## config.mk

```make
export PLATFORM = sky130hd
export DESIGN_NAME = format_directive_checker_top
export DESIGN_NICKNAME = d
export VERILOG_FILES = /design/src/rtl/fdc_pkg.sv /design/src/rtl/fdc_parse.sv /design/src/rtl/format_directive_checker_top.sv
export SDC_FILE = /design/constraint.sdc
export NUM_CORES = 1
export LEC_CHECK = 0
export BUFFER_PORTS_ARGS = -buffer_cell sky130_fd_sc_hd__clkbuf_2
export CAP_MARGIN = 5
export CORE_ASPECT_RATIO = 0.8
export CORE_MARGIN = 10
export CORE_UTILIZATION = 23
export CTS_CLUSTER_DIAMETER = 200
export DETAILED_ROUTE_END_ITERATION = 8
export GPL_ROUTABILITY_DRIVEN = 0
export SETUP_SLACK_MARGIN = 0.1
export SKIP_CTS_REPAIR_TIMING = 1
export SLEW_MARGIN = 20
export SYNTH_ARGS = -nofsm -noshare
export SYNTH_HDL_FRONTEND = slang
export SYNTH_HIERARCHICAL = 1
export SYNTH_SLANG_ARGS = --single-unit
```

## constraint.sdc

```tcl
create_clock -name clock -period 3 [get_ports clock]
set_clock_uncertainty 0.15 [all_clocks]
set_input_delay 0.3 -clock clock [delete_from_list [all_inputs] [get_ports clock]]
set_output_delay 0.3 -clock clock [all_outputs]
set_load 0.05 [all_outputs]
```

## src/rtl/fdc_pkg.sv

```systemverilog
`timescale 1ns / 1ps
// ----------------------------------------------------------------------------
// fdc_pkg
// Shared types, character codes and classifier functions for the format
// directive checker.
// ----------------------------------------------------------------------------
package fdc_pkg;

   localparam int CHAR_BITS_DEF = 16;
   localparam int CHAR_MAX_BITS = 32;

   localparam logic [CHAR_MAX_BITS-1:0] CH_PERCENT = 32'h25;
   localparam logic [CHAR_MAX_BITS-1:0] CH_STAR    = 32'h2A;
   localparam logic [CHAR_MAX_BITS-1:0] CH_DOT     = 32'h2E;
   localparam logic [CHAR_MAX_BITS-1:0] CH_PLUS    = 32'h2B;
   localparam logic [CHAR_MAX_BITS-1:0] CH_MINUS   = 32'h2D;
   localparam logic [CHAR_MAX_BITS-1:0] CH_HASH    = 32'h23;
   localparam logic [CHAR_MAX_BITS-1:0] CH_SPACE   = 32'h20;
   localparam logic [CHAR_MAX_BITS-1:0] CH_ZERO    = 32'h30;
   localparam logic [CHAR_MAX_BITS-1:0] CH_NINE    = 32'h39;
   localparam logic [CHAR_MAX_BITS-1:0] CH_UPPER_S = 32'h53;

   // integer precision longer than this many digits is unsafe
   localparam logic [1:0] PREC_LIMIT = 2'd2;
   localparam logic [1:0] PREC_SAT   = 2'd3;

   typedef enum logic [6:0] {
      PH_BEFORE = 7'b0000001,
      PH_FLAGS  = 7'b0000010,
      PH_WIDTH  = 7'b0000100,
      PH_PREC   = 7'b0001000,
      PH_SPEC   = 7'b0010000,
      PH_AFTER  = 7'b0100000,
      PH_REJECT = 7'b1000000
   } phase_type;

   typedef enum logic [1:0] {
      KIND_NONE   = 2'd0,
      KIND_INT    = 2'd1,
      KIND_DOUBLE = 2'd2,
      KIND_STRING = 2'd3
   } kind_type;

   typedef struct packed {
      phase_type  phase;
      logic [1:0] prec_count;
      kind_type   kind;
   } parse_stat_type;

   function automatic logic is_digit(input logic [CHAR_MAX_BITS-1:0] c);
      return (c >= CH_ZERO) && (c <= CH_NINE);
   endfunction

   function automatic logic is_flag(input logic [CHAR_MAX_BITS-1:0] c);
      return (c == CH_PLUS) || (c == CH_MINUS) || (c == CH_HASH) || (c == CH_SPACE);
   endfunction

   function automatic kind_type spec_kind(input logic [CHAR_MAX_BITS-1:0] c);
      kind_type k;
      case (c)
         32'h63, 32'h43, 32'h64, 32'h69,
         32'h6F, 32'h75, 32'h78, 32'h58: k = KIND_INT;
         32'h65, 32'h45, 32'h66, 32'h67,
         32'h47:                         k = KIND_DOUBLE;
         32'h73, 32'h53:                 k = KIND_STRING;
         default:                        k = KIND_NONE;
      endcase
      return k;
   endfunction

endpackage

```

## src/rtl/fdc_parse.sv

```systemverilog
`timescale 1ns / 1ps
// ----------------------------------------------------------------------------
// fdc_parse
// Directive phase tracker: holds the per-string state and resolves one
// character, including phase fall-through, in a single pass.
// ----------------------------------------------------------------------------
module fdc_parse #(
   parameter int CHAR_BITS = fdc_pkg::CHAR_BITS_DEF
) (
   input  logic                   clock,
   input  logic                   reset,
   input  logic                   step_valid,
   input  logic [CHAR_BITS-1:0]   char_code,
   input  logic                   last_char,
   output logic [CHAR_BITS-1:0]   out_char,
   output fdc_pkg::kind_type      verdict,
   output fdc_pkg::parse_stat_type stat
);
   import fdc_pkg::*;

   phase_type  phase_ff, phase_in;
   logic [1:0] prec_ff, prec_in;
   kind_type   kind_ff, kind_in;

   logic [CHAR_MAX_BITS-1:0] c;
   logic       ch_pct, ch_star, ch_dot, ch_dig, ch_flag;
   kind_type   ch_kind;
   phase_type  ph_a, ph_b, ph_c;

   assign c       = CHAR_MAX_BITS'(char_code);
   assign ch_pct  = (c == CH_PERCENT);
   assign ch_star = (c == CH_STAR);
   assign ch_dot  = (c == CH_DOT);
   assign ch_dig  = is_digit(c);
   assign ch_flag = is_flag(c);
   assign ch_kind = spec_kind(c);

   // phase fall-through: flags -> width -> spec, precision -> spec
   assign ph_a = (phase_ff == PH_FLAGS && !ch_flag) ? PH_WIDTH : phase_ff;
   assign ph_b = (ph_a == PH_WIDTH && !ch_star && !ch_dig && !ch_dot) ? PH_SPEC : ph_a;
   assign ph_c = (ph_b == PH_PREC && !ch_star && !ch_dig) ? PH_SPEC : ph_b;

   always_comb begin
      phase_in = ph_c;
      prec_in  = prec_ff;
      kind_in  = kind_ff;
      out_char = char_code;
      case (ph_c)
         PH_BEFORE: begin
            if (ch_pct) phase_in = PH_FLAGS;
         end
         PH_FLAGS: begin
            phase_in = PH_FLAGS;
         end
         PH_WIDTH: begin
            if (ch_star)     phase_in = PH_REJECT;
            else if (ch_dot) phase_in = PH_PREC;
         end
         PH_PREC: begin
            if (ch_star) phase_in = PH_REJECT;
            else if (prec_ff != PREC_SAT) prec_in = prec_ff + 2'd1;
         end
         PH_SPEC: begin
            if (ch_kind == KIND_NONE) begin
               phase_in = PH_REJECT;
            end else begin
               phase_in = PH_AFTER;
               kind_in  = ch_kind;
               if (ch_kind == KIND_STRING) out_char = CHAR_BITS'(CH_UPPER_S);
            end
         end
         PH_AFTER: begin
            if (ch_pct) phase_in = PH_REJECT;
         end
         PH_REJECT: begin
            phase_in = PH_REJECT;
         end
         default: begin
            phase_in = PH_REJECT;
         end
      endcase
   end

   always_comb begin
      verdict = KIND_NONE;
      if (last_char && phase_in != PH_REJECT &&
          !(kind_in == KIND_INT && prec_in > PREC_LIMIT)) begin
         verdict = kind_in;
      end
   end

   always_ff @(posedge clock) begin
      if (reset) begin
         phase_ff <= PH_BEFORE;
         prec_ff  <= '0;
         kind_ff  <= KIND_NONE;
      end else if (step_valid) begin
         if (last_char) begin
            phase_ff <= PH_BEFORE;
            prec_ff  <= '0;
            kind_ff  <= KIND_NONE;
         end else begin
            phase_ff <= phase_in;
            prec_ff  <= prec_in;
            kind_ff  <= kind_in;
         end
      end
   end

   assign stat.phase      = phase_ff;
   assign stat.prec_count = prec_ff;
   assign stat.kind       = kind_ff;

endmodule

```

## src/rtl/format_directive_checker_top.sv

```systemverilog
`timescale 1ns / 1ps
// ----------------------------------------------------------------------------
// format_directive_checker_top
// Streams a format string one character per beat, echoes each character and
// gives a safety verdict for the single directive on the last beat.
// ----------------------------------------------------------------------------
// One character is taken every cycle while the result side keeps up; after
// it is accepted each beat passes one input register, then the phase logic
// into the result register. The per-string state update is one pass of short
// compare logic, so throughput is one character per clock while rsp keeps up.
// The verdict on rsp_tuser is meaningful on the rsp_tlast beat and reads zero
// on all other beats. State returns to its reset value after each last beat.
module format_directive_checker_top #(
   parameter int CHAR_BITS = fdc_pkg::CHAR_BITS_DEF
) (
   input  logic                              clock,
   input  logic                              reset,
   input  logic                              req_tvalid,
   output logic                              req_tready,
   input  logic [((CHAR_BITS+7)/8)*8-1:0]    req_tdata,  // char_code
   input  logic                              req_tlast,  // last_char
   output logic                              rsp_tvalid,
   input  logic                              rsp_tready,
   output logic [((CHAR_BITS+7)/8)*8-1:0]    rsp_tdata,  // out_char
   output logic                              rsp_tlast,  // is_final
   output logic [1:0]                        rsp_tuser   // verdict
);
   import fdc_pkg::*;

   localparam int DATA_BITS = ((CHAR_BITS + 7) / 8) * 8;

   logic                 in_valid_ff;
   logic [CHAR_BITS-1:0] in_char_ff;
   logic                 in_last_ff;
   logic                 rsp_valid_ff;
   logic [CHAR_BITS-1:0] rsp_char_ff;
   logic                 rsp_last_ff;
   kind_type             rsp_verdict_ff;

   logic                 advance;
   logic [CHAR_BITS-1:0] step_char;
   kind_type             step_verdict;
   parse_stat_type       stat;

   assign advance    = in_valid_ff && (!rsp_valid_ff || rsp_tready);
   assign req_tready = !in_valid_ff || advance;

   fdc_parse #(
      .CHAR_BITS(CHAR_BITS)
   ) u_parse (
      .clock      (clock),
      .reset      (reset),
      .step_valid (advance),
      .char_code  (in_char_ff),
      .last_char  (in_last_ff),
      .out_char   (step_char),
      .verdict    (step_verdict),
      .stat       (stat)
   );

   always_ff @(posedge clock) begin
      if (reset) begin
         in_valid_ff  <= 1'b0;
         rsp_valid_ff <= 1'b0;
      end else begin
         if (req_tready) in_valid_ff <= req_tvalid;
         if (advance) rsp_valid_ff <= 1'b1;
         else if (rsp_tready) rsp_valid_ff <= 1'b0;
      end
   end

   always_ff @(posedge clock) begin
      if (req_tvalid && req_tready) begin
         in_char_ff <= req_tdata[CHAR_BITS-1:0];
         in_last_ff <= req_tlast;
      end
      if (advance) begin
         rsp_char_ff    <= step_char;
         rsp_last_ff    <= in_last_ff;
         rsp_verdict_ff <= step_verdict;
      end
   end

   assign rsp_tvalid = rsp_valid_ff;
   assign rsp_tdata  = DATA_BITS'(rsp_char_ff);
   assign rsp_tlast  = rsp_last_ff;
   assign rsp_tuser  = rsp_verdict_ff;

`ifndef NO_ASSERTIONS
   a_phase_onehot: assert property (@(posedge clock) disable iff (reset)
      $onehot(stat.phase))
      else $error("phase state is not one-hot");

   a_string_restart: assert property (@(posedge clock) disable iff (reset)
      advance && in_last_ff |=> stat.phase == PH_BEFORE && stat.kind == KIND_NONE &&
                                stat.prec_count == 2'd0)
      else $error("state not cleared after last character");

   a_verdict_only_final: assert property (@(posedge clock) disable iff (reset)
      rsp_tvalid && !rsp_tlast |-> rsp_tuser == KIND_NONE)
      else $error("verdict set on a non-final beat");

   a_kind_after_spec: assert property (@(posedge clock) disable iff (reset)
      stat.kind != KIND_NONE |-> stat.phase == PH_AFTER || stat.phase == PH_REJECT)
      else $error("argument kind recorded before a specifier");
`endif

endmodule

```

# Word-level counts from Yosys, hierarchy flattened
# Cells that the tools add are included.
[word_totals] input_bits=21 regBits=49 out_inout_bits=21
[op_classes] mux=24 n_reduce_logical=29 magnitude_cmp=3 n_addsub=1 n_eq_ne=35
[ops] cell="$eq A16 B7 Y1 const B" count=15
[ops] cell="$eq A16 B6 Y1 const B" count=7
[ops] cell="$mux W7" count=10
[ops] cell="$mux W16" count=3
[ops] cell="$pmux W7 S6" count=1
[ops] cell="$ge A16 B6 Y1 const B" count=1
[ops] cell="$le A16 B6 Y1 const B" count=1
[ops] cell="$eq A7 B2 Y1 const B" count=2
[ops] cell="$eq A7 B3 Y1 const B" count=2
[ops] cell="$eq A7 B4 Y1 const B" count=2
[ops] cell="$mux W2" count=7
[ops] cell="$logic_and A1 B1 Y1" count=12
[ops] cell="$reduce_or A8 Y1" count=1
[ops] cell="$eq A7 B1 Y1 const B" count=1
[ops] cell="$eq A7 B5 Y1 const B" count=1
[ops] cell="$eq A7 B6 Y1 const B" count=1
[ops] cell="$logic_not A1 Y1" count=7
[ops] cell="$ne A7 B7 Y1 const B" count=1
[ops] cell="$pmux W2 S3" count=1
[ops] cell="$logic_or A1 B1 Y1" count=5
[ops] cell="$reduce_or A5 Y1" count=1
[ops] cell="$add A2 B1 Y2 const B" count=1
[ops] cell="$eq A2 B1 Y1 const B" count=1
[ops] cell="$eq A2 B2 Y1 const B" count=1
[ops] cell="6 further kinds" count=7

# Longest topological paths before layout
# Gate-level depths: netlist (run 1).
[depth] ltp_word=22 mapped_depth=8 depth_no_buf=7

# Hierarchy
# The synthesis (run 1) kept the hierarchy.
[by_module_without_submodules] module="format_directive_checker_top" n_inst=1 seq_area_each_um2=1121.1 area_each_um2=1184.9 cells_each=46
[by_module_without_submodules] module="fdc_parse" n_inst=1 seq_area_each_um2=220.2 area_each_um2=1169.9 cells_each=153

# Least setup slack after synthesis (run 1)
# Ideal clock, no wire load.
[synth_path] path_type="register to register" from="reg in_char_ff[7]" to="reg rsp_verdict_ff[0] (netlist: rsp_tuser[0]) (data pin)" arrival_ps=2025 path_buffers=0 stages_incl_launch_ff=8 setup_slack_ps=554 cell_sequence="edfxtp_1 -> nor4b_4 -> o2111ai_1 -> o211ai_2 -> nand2_1 -> a2111oi_1 -> nand3b_1 -> a311oi_2"
[synth_between] elab_chain_len=22 elab_cells_between_ends=72
[synth_lines] element="start: declaration" line="format_directive_checker_top.sv:33" source="logic [CHAR_BITS-1:0] in_char_ff;"
[synth_lines] element="start signal: assignment" line="format_directive_checker_top.sv:74" source="in_char_ff <= req_tdata[CHAR_BITS-1:0];"
[synth_lines] element="$eq A16 B6 Y1" line="fdc_pkg.sv:55" source="return (c == CH_PLUS) || (c == CH_MINUS) || (c == CH_HASH) || (c == CH_SPACE);"
[synth_lines] element="$logic_or A1 B1 Y1 (3 in series)" line="fdc_pkg.sv:55"
[synth_lines] element="$logic_not A1 Y1" line="fdc_parse.sv:39" source="assign ph_a = (phase_ff == PH_FLAGS && !ch_flag) ? PH_WIDTH : phase_ff;"
[synth_lines] element="$logic_and A1 B1 Y1" line="fdc_parse.sv:39"
[synth_lines] element="$mux W7" line="fdc_parse.sv:39"
[synth_lines] element="$eq A7 B3 Y1" line="fdc_parse.sv:40" source="assign ph_b = (ph_a == PH_WIDTH && !ch_star && !ch_dig && !ch_dot) ? PH_SPEC : ph_a;"
[synth_lines] element="$logic_and A1 B1 Y1 (3 in series)" line="fdc_parse.sv:40"
[synth_lines] element="$mux W7" line="fdc_parse.sv:40"
[synth_lines] element="$eq A7 B4 Y1" line="fdc_parse.sv:41" source="assign ph_c = (ph_b == PH_PREC && !ch_star && !ch_dig) ? PH_SPEC : ph_b;"
[synth_lines] element="$logic_and A1 B1 Y1 (2 in series)" line="fdc_parse.sv:41"
[synth_lines] element="$mux W7" line="fdc_parse.sv:41"
[synth_lines] element="$mux W7 (tied with other cells)" line="fdc_parse.sv:57" source="else if (ch_dot) phase_in = PH_PREC;"
[synth_lines] element="$mux W7 / $mux W2 (equally long branches)" line="fdc_parse.sv:56, fdc_parse.sv:48"
[synth_lines] element="$pmux W7 S6 (tied with other cells)" line="fdc_parse.sv:48" source="case (ph_c)"
[synth_lines] element="$ne A7 B7 Y1 / $logic_and A1 B1 Y1 (equally long branches)" line="fdc_parse.sv:86, fdc_parse.sv:87"
[synth_lines] element="$logic_and A1 B1 Y1 / $logic_not A1 Y1 (equally long branches)" line="fdc_parse.sv:86, fdc_parse.sv:87"
[synth_lines] element="$logic_and A1 B1 Y1" line="fdc_parse.sv:86" source="if (last_char && phase_in != PH_REJECT &&"
[synth_lines] element="end signal: assignment" line="format_directive_checker_top.sv:80" source="rsp_verdict_ff <= step_verdict;"
[synth_lines] element="end: declaration" line="format_directive_checker_top.sv:38" source="kind_type rsp_verdict_ff;"
# Parallel ways exist; a longest one is shown, timed or not.
# A chain may end at the register's enable or synchronous reset.

# Final worst setup path (run 1)
[layout_path] from="reg in_char_ff[7]" to="reg rsp_verdict_ff[1] (netlist: rsp_tuser[1]) (data pin)"
# The elaborated chain is that of the path after synthesis.

==> run summary, run 1 <==
Status - completed
Starting Density - 0.2401
Clock network fraction of design power - 0.403
Setup crit start - in_char_ff[7]
Port bufs - 41
Root buffer cell - clkbuf_16
Area after DPL - 2674 µm²
Die Y - 110.5 µm
CP bufs+invs - 0
Worst r2r src - in_char_ff[7]
Core area - 9809 µm²
Sequential fraction of the synthesis area - 0.5696
Async S/R FF share, synth - 0
Slew Viols, Final - 0
Final Critical Period - 2.677 ns
Worst skew pair latency - 0.28 ns
Slew HR - 0.4957
Leak pwr - 0.9918 nW
Horiz. Die Dim - 133.1 µm
Synth warn - 6
NumNets Final - 250
Cell breakdown of the critical path - nor4b_4 > o2111ai_1 > o211ai_2 > nand2_1 > a2111oi_2 > nand3b_1 > a21oi_1
Design internal power - 1.189 mW
Critical path class - flip-flop to flip-flop
TNS Setup - 0 ns
Via count - 1,683
CP endpoint kind - flip-flop
Switching Share - 0.2205
Number of global-route vias before repair - 1,706
Area grow syn2layout - 21.41%
Measured slew at the worst slew-check pin - 0.7460 ns
Gate Count Post-Synth - 199
Via density - 4.598
Syn nets - 220
Crit-path slowest cell - edfxtp_1
Antenna violations before repair - 0
Hold Path Class - input port to flip-flop
Post-route cell area - 2859 µm²
Setup repair after global routing missed its margin - true
Post-Syn Area per Cell - 11.83 µm²
Synth Cell Area - 2355 µm²
Reg clk slew, reported paths - 0.06 ns
Post-synth EDFFs - 36
Net load switching power - 0.3365 mW
Max frequency - 373.6 MHz
Rows - 32
ANT nets after route - 0
Comb power frac - 0.086
Largest net degree at the start of global routing - 18
Longest Clk Path Bufs - 2
CP max stage delay - 0.48 ns
Non-Filler Instances - 366
Htree depth - 2
TritonCTS Sinks - 49
DP HPWL - 4075 µm
Ratio of cells with drive above 1 in the final layout - 0.3217
Fill count - 1,031
Pre-antenna DRT Iters - 4
Total track usage - 0.07302
Final cycle utilization of the critical path - 0.8923
Final hold vios - 0
Number of max-cap violations - 0
Wirelength, routed - 5290 µm
# IOs - 42
DRC viols - 0
Power per cell area - 533.7 nW/µm²
Most used DFF post-synth - edfxtp_1
Largest delay share family, worst path - compound AO/OA/AOI/OAI gates
Die area - 14,710 µm²
First-pass GRT wire length - 8901 µm
Critical path required time - 2.88 ns
CTS buffer count - 5
Starting DRT DRC Count - 115
CTS tree - yes
CP Max Fanout - 5
Antenna diode count - 0
Placed instance count - 358
Setup Viol. Count Final - 0
Overflow after GRT - 0
WL/cell - 14.45 µm
Library cells used by synthesis - 64
Arrival time at the worst endpoint - 2.56 ns
Max VDD drop - 0.2897 mV
Seq cells post-synth - 49
Min-delay src - req_tdata[15]
Crit path launch type - flip-flop
Seq pwr share - 0.511
==> cells in the final DEF (no fill, tap or decap), types with 2 or more instances in the layout <==
| cell | synthesis | routed |
|---|---|---|
| clkbuf_2 | 0 | 41 |
| edfxtp_1 | 36 | 36 |
| dfxtp_1 | 13 | 13 |
| nand2_1 | 12 | 12 |
| a21oi_1 | 10 | 10 |
| nand2b_1 | 8 | 8 |
| inv_1 | 7 | 7 |
| buf_4 | 0 | 6 |
| nor2_1 | 6 | 6 |
| clkbuf_16 | 0 | 5 |
| nand4b_1 | 4 | 4 |
| o21ai_0 | 4 | 4 |
| nor3_1 | 4 | 4 |
| nor4b_1 | 4 | 4 |
| nand3_1 | 4 | 4 |
| o21ai_1 | 3 | 3 |
| nor3b_1 | 3 | 3 |
| a21oi_2 | 2 | 2 |
| nor4_4 | 0 | 2 |
| or4b_1 | 2 | 2 |
| o211ai_2 | 2 | 2 |
| o21bai_1 | 2 | 2 |
| nor2b_1 | 2 | 2 |
| o22ai_1 | 2 | 2 |
| a211oi_1 | 2 | 2 |
| and3_1 | 2 | 2 |
| a32o_1 | 2 | 2 |
==> cells by family (layout without fill, tap and decap cells) <==
| family | Yosys count | after routing | share of synthesized area |
|---|---|---|---|
| compound gates | 44 | 44 | 0.1456 |
| buf+inv | 31 | 62 | 0.05420 |
| flops | 49 | 49 | 0.5696 |
| mux | 1 | 1 | 0.004251 |
| simple gates | 74 | 74 | 0.2264 |
==> worst paths after layout <==
kind,endpoint,slack (ns),cells after the start
setup / recovery,rsp_tuser[1],0.32,7
hold / removal,in_char_ff[15],0.04,1
setup reg to reg,rsp_tuser[1],0.32,7
hold reg to reg,u_parse/kind_ff[1],0.33,2
==> state kept, by name (all words and copies together), names as in the netlist <==
name,cells
in_last_ff,1
rsp_tuser,2
rsp_tdata,16
rsp_tlast,1
in_char_ff,16
u_parse/phase_ff,7
u_parse/kind_ff,2
u_parse/prec_ff,2
rsp_tvalid,1
in_valid_ff,1
==> per-layer routing <==
layer,wire [µm],track usage
met1,2684,0.1023
met2,2134,0.1019
met3,425,0.02848
met4,45,0.01800
met5,0,0
==> per-stage QoR <==
step | hold slack (ns) | power [mW] | setup WS, ns | util
floorplan | 0.2124 | 0.8822 | 0.5535 | -
global placement | 0.3061 | 0.9215 | 0.3125 | 0.2726
detailed placement | 0.3127 | 0.9245 | 0.2136 | 0.2726
CTS | 0.03730 | 1.543 | 0.2085 | 0.2892
global route | 0.03116 | 1.588 | 0.09530 | 0.2915
finish | 0.04205 | 1.526 | 0.3232 | 0.2915
==> cell usage after synthesis (3+ instances only) <==
master | count | area share
edfxtp_1 | 36 | 0.46
clkbuf_1 | 20 | 0.032
dfxtp_1 | 13 | 0.11
nand2_1 | 12 | 0.019
a21oi_1 | 10 | 0.021
nand2b_1 | 8 | 0.021
inv_1 | 7 | 0.011
nor2_1 | 6 | 0.0096
nand3_1 | 4 | 0.0085
nand4b_1 | 4 | 0.015
nor3_1 | 4 | 0.0085
nor4b_1 | 4 | 0.015
o21ai_0 | 4 | 0.0085
buf_2 | 3 | 0.0064
nor3b_1 | 3 | 0.0096
o21ai_1 | 3 | 0.0064
==> power groups by stage <==
| stage | Clock, mW | Sequential (mW) | Combinational, mW |
|---|---|---|---|
| global route | 0.663 | 0.782 | 0.143 |
| detailed placement | 0 | 0.792 | 0.133 |
| floorplan | 0 | 0.830 | 0.0523 |
| global placement | 0 | 0.791 | 0.131 |
| finish | 0.615 | 0.779 | 0.132 |
| CTS | 0.632 | 0.777 | 0.133 |
==> final cells by class <==
cell class              instances  area, µm²  area share
multi-input cells             119      908.4      0.3177
clock inverters                 2      33.78     0.01182
clock buffers                   6      128.9     0.04508
inverters                       7      26.28    0.009190
repair buffers                 47      250.2     0.08753
well taps                     136      170.2     0.05952
flip-flops and latches         49       1341      0.4691
Note: power is estimated with default switching activity, not from simulation.
==> inputs of run 2 (changes only) <==
--- a/config.mk
+++ b/config.mk
@@ -13,7 +13,7 @@
 export CTS_CLUSTER_DIAMETER = 200
 export DETAILED_ROUTE_END_ITERATION = 8
 export GPL_ROUTABILITY_DRIVEN = 0
-export SETUP_SLACK_MARGIN = 0.1
+export SETUP_SLACK_MARGIN = 0.4
 export SKIP_CTS_REPAIR_TIMING = 1
 export SLEW_MARGIN = 20
 export SYNTH_ARGS = -nofsm -noshare
==> constraint.sdc (replaced) <==
create_clock -name clock -period 2.9 [get_ports clock]
set_clock_uncertainty 0.15 [all_clocks]
set_input_delay 0.29 -clock clock [delete_from_list [all_inputs] [get_ports clock]]
set_output_delay 0.29 -clock clock [all_outputs]
set_load 0.05 [all_outputs]
==> run summary, run 2 (synthesis gave the netlist of run 1 again) <==
Leak pwr - 1.068 nW
Arrival time at the worst endpoint - 2.64 ns
Hold Path Class - input port to flip-flop
DP HPWL - 3970 µm
Largest net degree at the start of global routing - 18
Critical path required time - 2.87 ns
Cell breakdown of the critical path - nor4b_4 > buf_4 > nand4_1 > o211ai_2 > o211ai_4 > a222oi_1 > nand3b_1 > a311oi_2
Total track usage - 0.07156
Final Critical Period - 2.669 ns
Setup repair after global routing missed its margin - true
First-pass GRT wire length - 8742 µm
CP max stage delay - 0.45 ns
Reg clk slew, reported paths - 0.06 ns
Slew Viols, Final - 0
Die area - 14,710 µm²
Critical path class - flip-flop to flip-flop
Starting DRT DRC Count - 130
NumNets Final - 260
Worst skew pair latency - 0.29 ns
PnR worst setup slack - 0.2305 ns
CTS buffer count - 5
Pre-antenna DRT Iters - 4
Antenna violations before repair - 0
Overflow after GRT - 0
Slew HR - 0.5193
Dpl ws - 0.1102 ns
Longest Clk Path Bufs - 2
Crit-path slowest cell - a222oi_1
Max frequency - 374.6 MHz
WL/cell - 14.72 µm
Core area - 9809 µm²
Antenna diode count - 0
Utilization after layout - 0.3068
Horiz. Die Dim - 133.1 µm
ANT nets after route - 0
Final cycle utilization of the critical path - 0.9205
Die Y - 110.5 µm
Most common cell after layout, fill and taps aside - clkbuf_2
Status - completed
CP endpoint kind - flip-flop
Rows - 32
Power per cell area - 531.6 nW/µm²
Most frequent cells in the layout - clkbuf_2 (41), edfxtp_1 (36), buf_4 (16)
CP Max Fanout - 4
Ratio of cells with drive above 1 in the final layout - 0.3958
TNS Setup - 0 ns
Max VDD drop - 0.2392 mV
Wirelength, routed - 5535 µm
Starting Density - 0.2401
Area grow syn2layout - 27.79%
Number of max-cap violations - 0
CTS tree - yes
Final hold vios - 0
Htree depth - 2
Measured slew at the worst slew-check pin - 0.7110 ns
Root buffer cell - clkbuf_16
Largest delay share family, worst path - compound AO/OA/AOI/OAI gates
Number of global-route vias before repair - 1,687
Setup Viol. Count Final - 0
Via density - 4.638
TritonCTS Sinks - 49
Port bufs - 41
CP bufs+invs - 1
Crit path launch type - flip-flop
DRC viols - 0
# IOs - 42
Via count - 1,744
## run 2: cell count changes in the layout (fill, tap and decap cells not counted), sizes merged
cell	before	now
buf	6	16
## run 2: final timing paths
check / start / endpoint / slack [ns] / cells after the start
max: in_char_ff[4] / rsp_tuser[0] / 0.23 / 8
min reg2reg: u_parse/kind_ff[1] / u_parse/kind_ff[1] / 0.34 / 2
max reg2reg: in_char_ff[4] / rsp_tuser[0] / 0.23 / 8
min: req_tdata[12] / in_char_ff[12] / 0.02 / 1
## run 2: stage by stage
step / power (mW) / cell area, µm² / hold slack, ns / instances
detailed placement: 0.9596 / 2704 / 0.3169 / 362
global placement: 0.9574 / 2704 / 0.3011 / 362
CTS: 1.608 / 2867 / 0.01788 / 370
finish: 1.600 / 3009 / 0.02422 / 376
floorplan: 0.9126 / 2355 / 0.2024 / 199
global route: 1.661 / 3009 / 0.02088 / 376
## run 2: metal layers
metal / wire length [µm] / vias to the layer above / track usage
met4: 53 / 0 / 0.02160
met2: 2350 / 63 / 0.09627
met5: 0 / - / 0
met1: 2747 / 841 / 0.1038
met3: 384 / 8 / 0.02441
li1: - / 832 / -
## run 2: area by class of cell
cell class,instances,area [µm²]
Multi-Input combinational cell,119,979.7
Inverter,7,26.28
Sequential cell,49,1345
Tap cell,136,170.2
Clock inverter,2,33.78
Fill cell,996,6800
Timing Repair Buffer,57,325.3
Clock buffer,6,128.9
## run 2: report_power, final
part	leakage (nW)	switching [mW]	internal (mW)
sequential	0.451	0.0191	0.784
clock	0.0785	0.245	0.404
combinational	0.539	0.100	0.0472
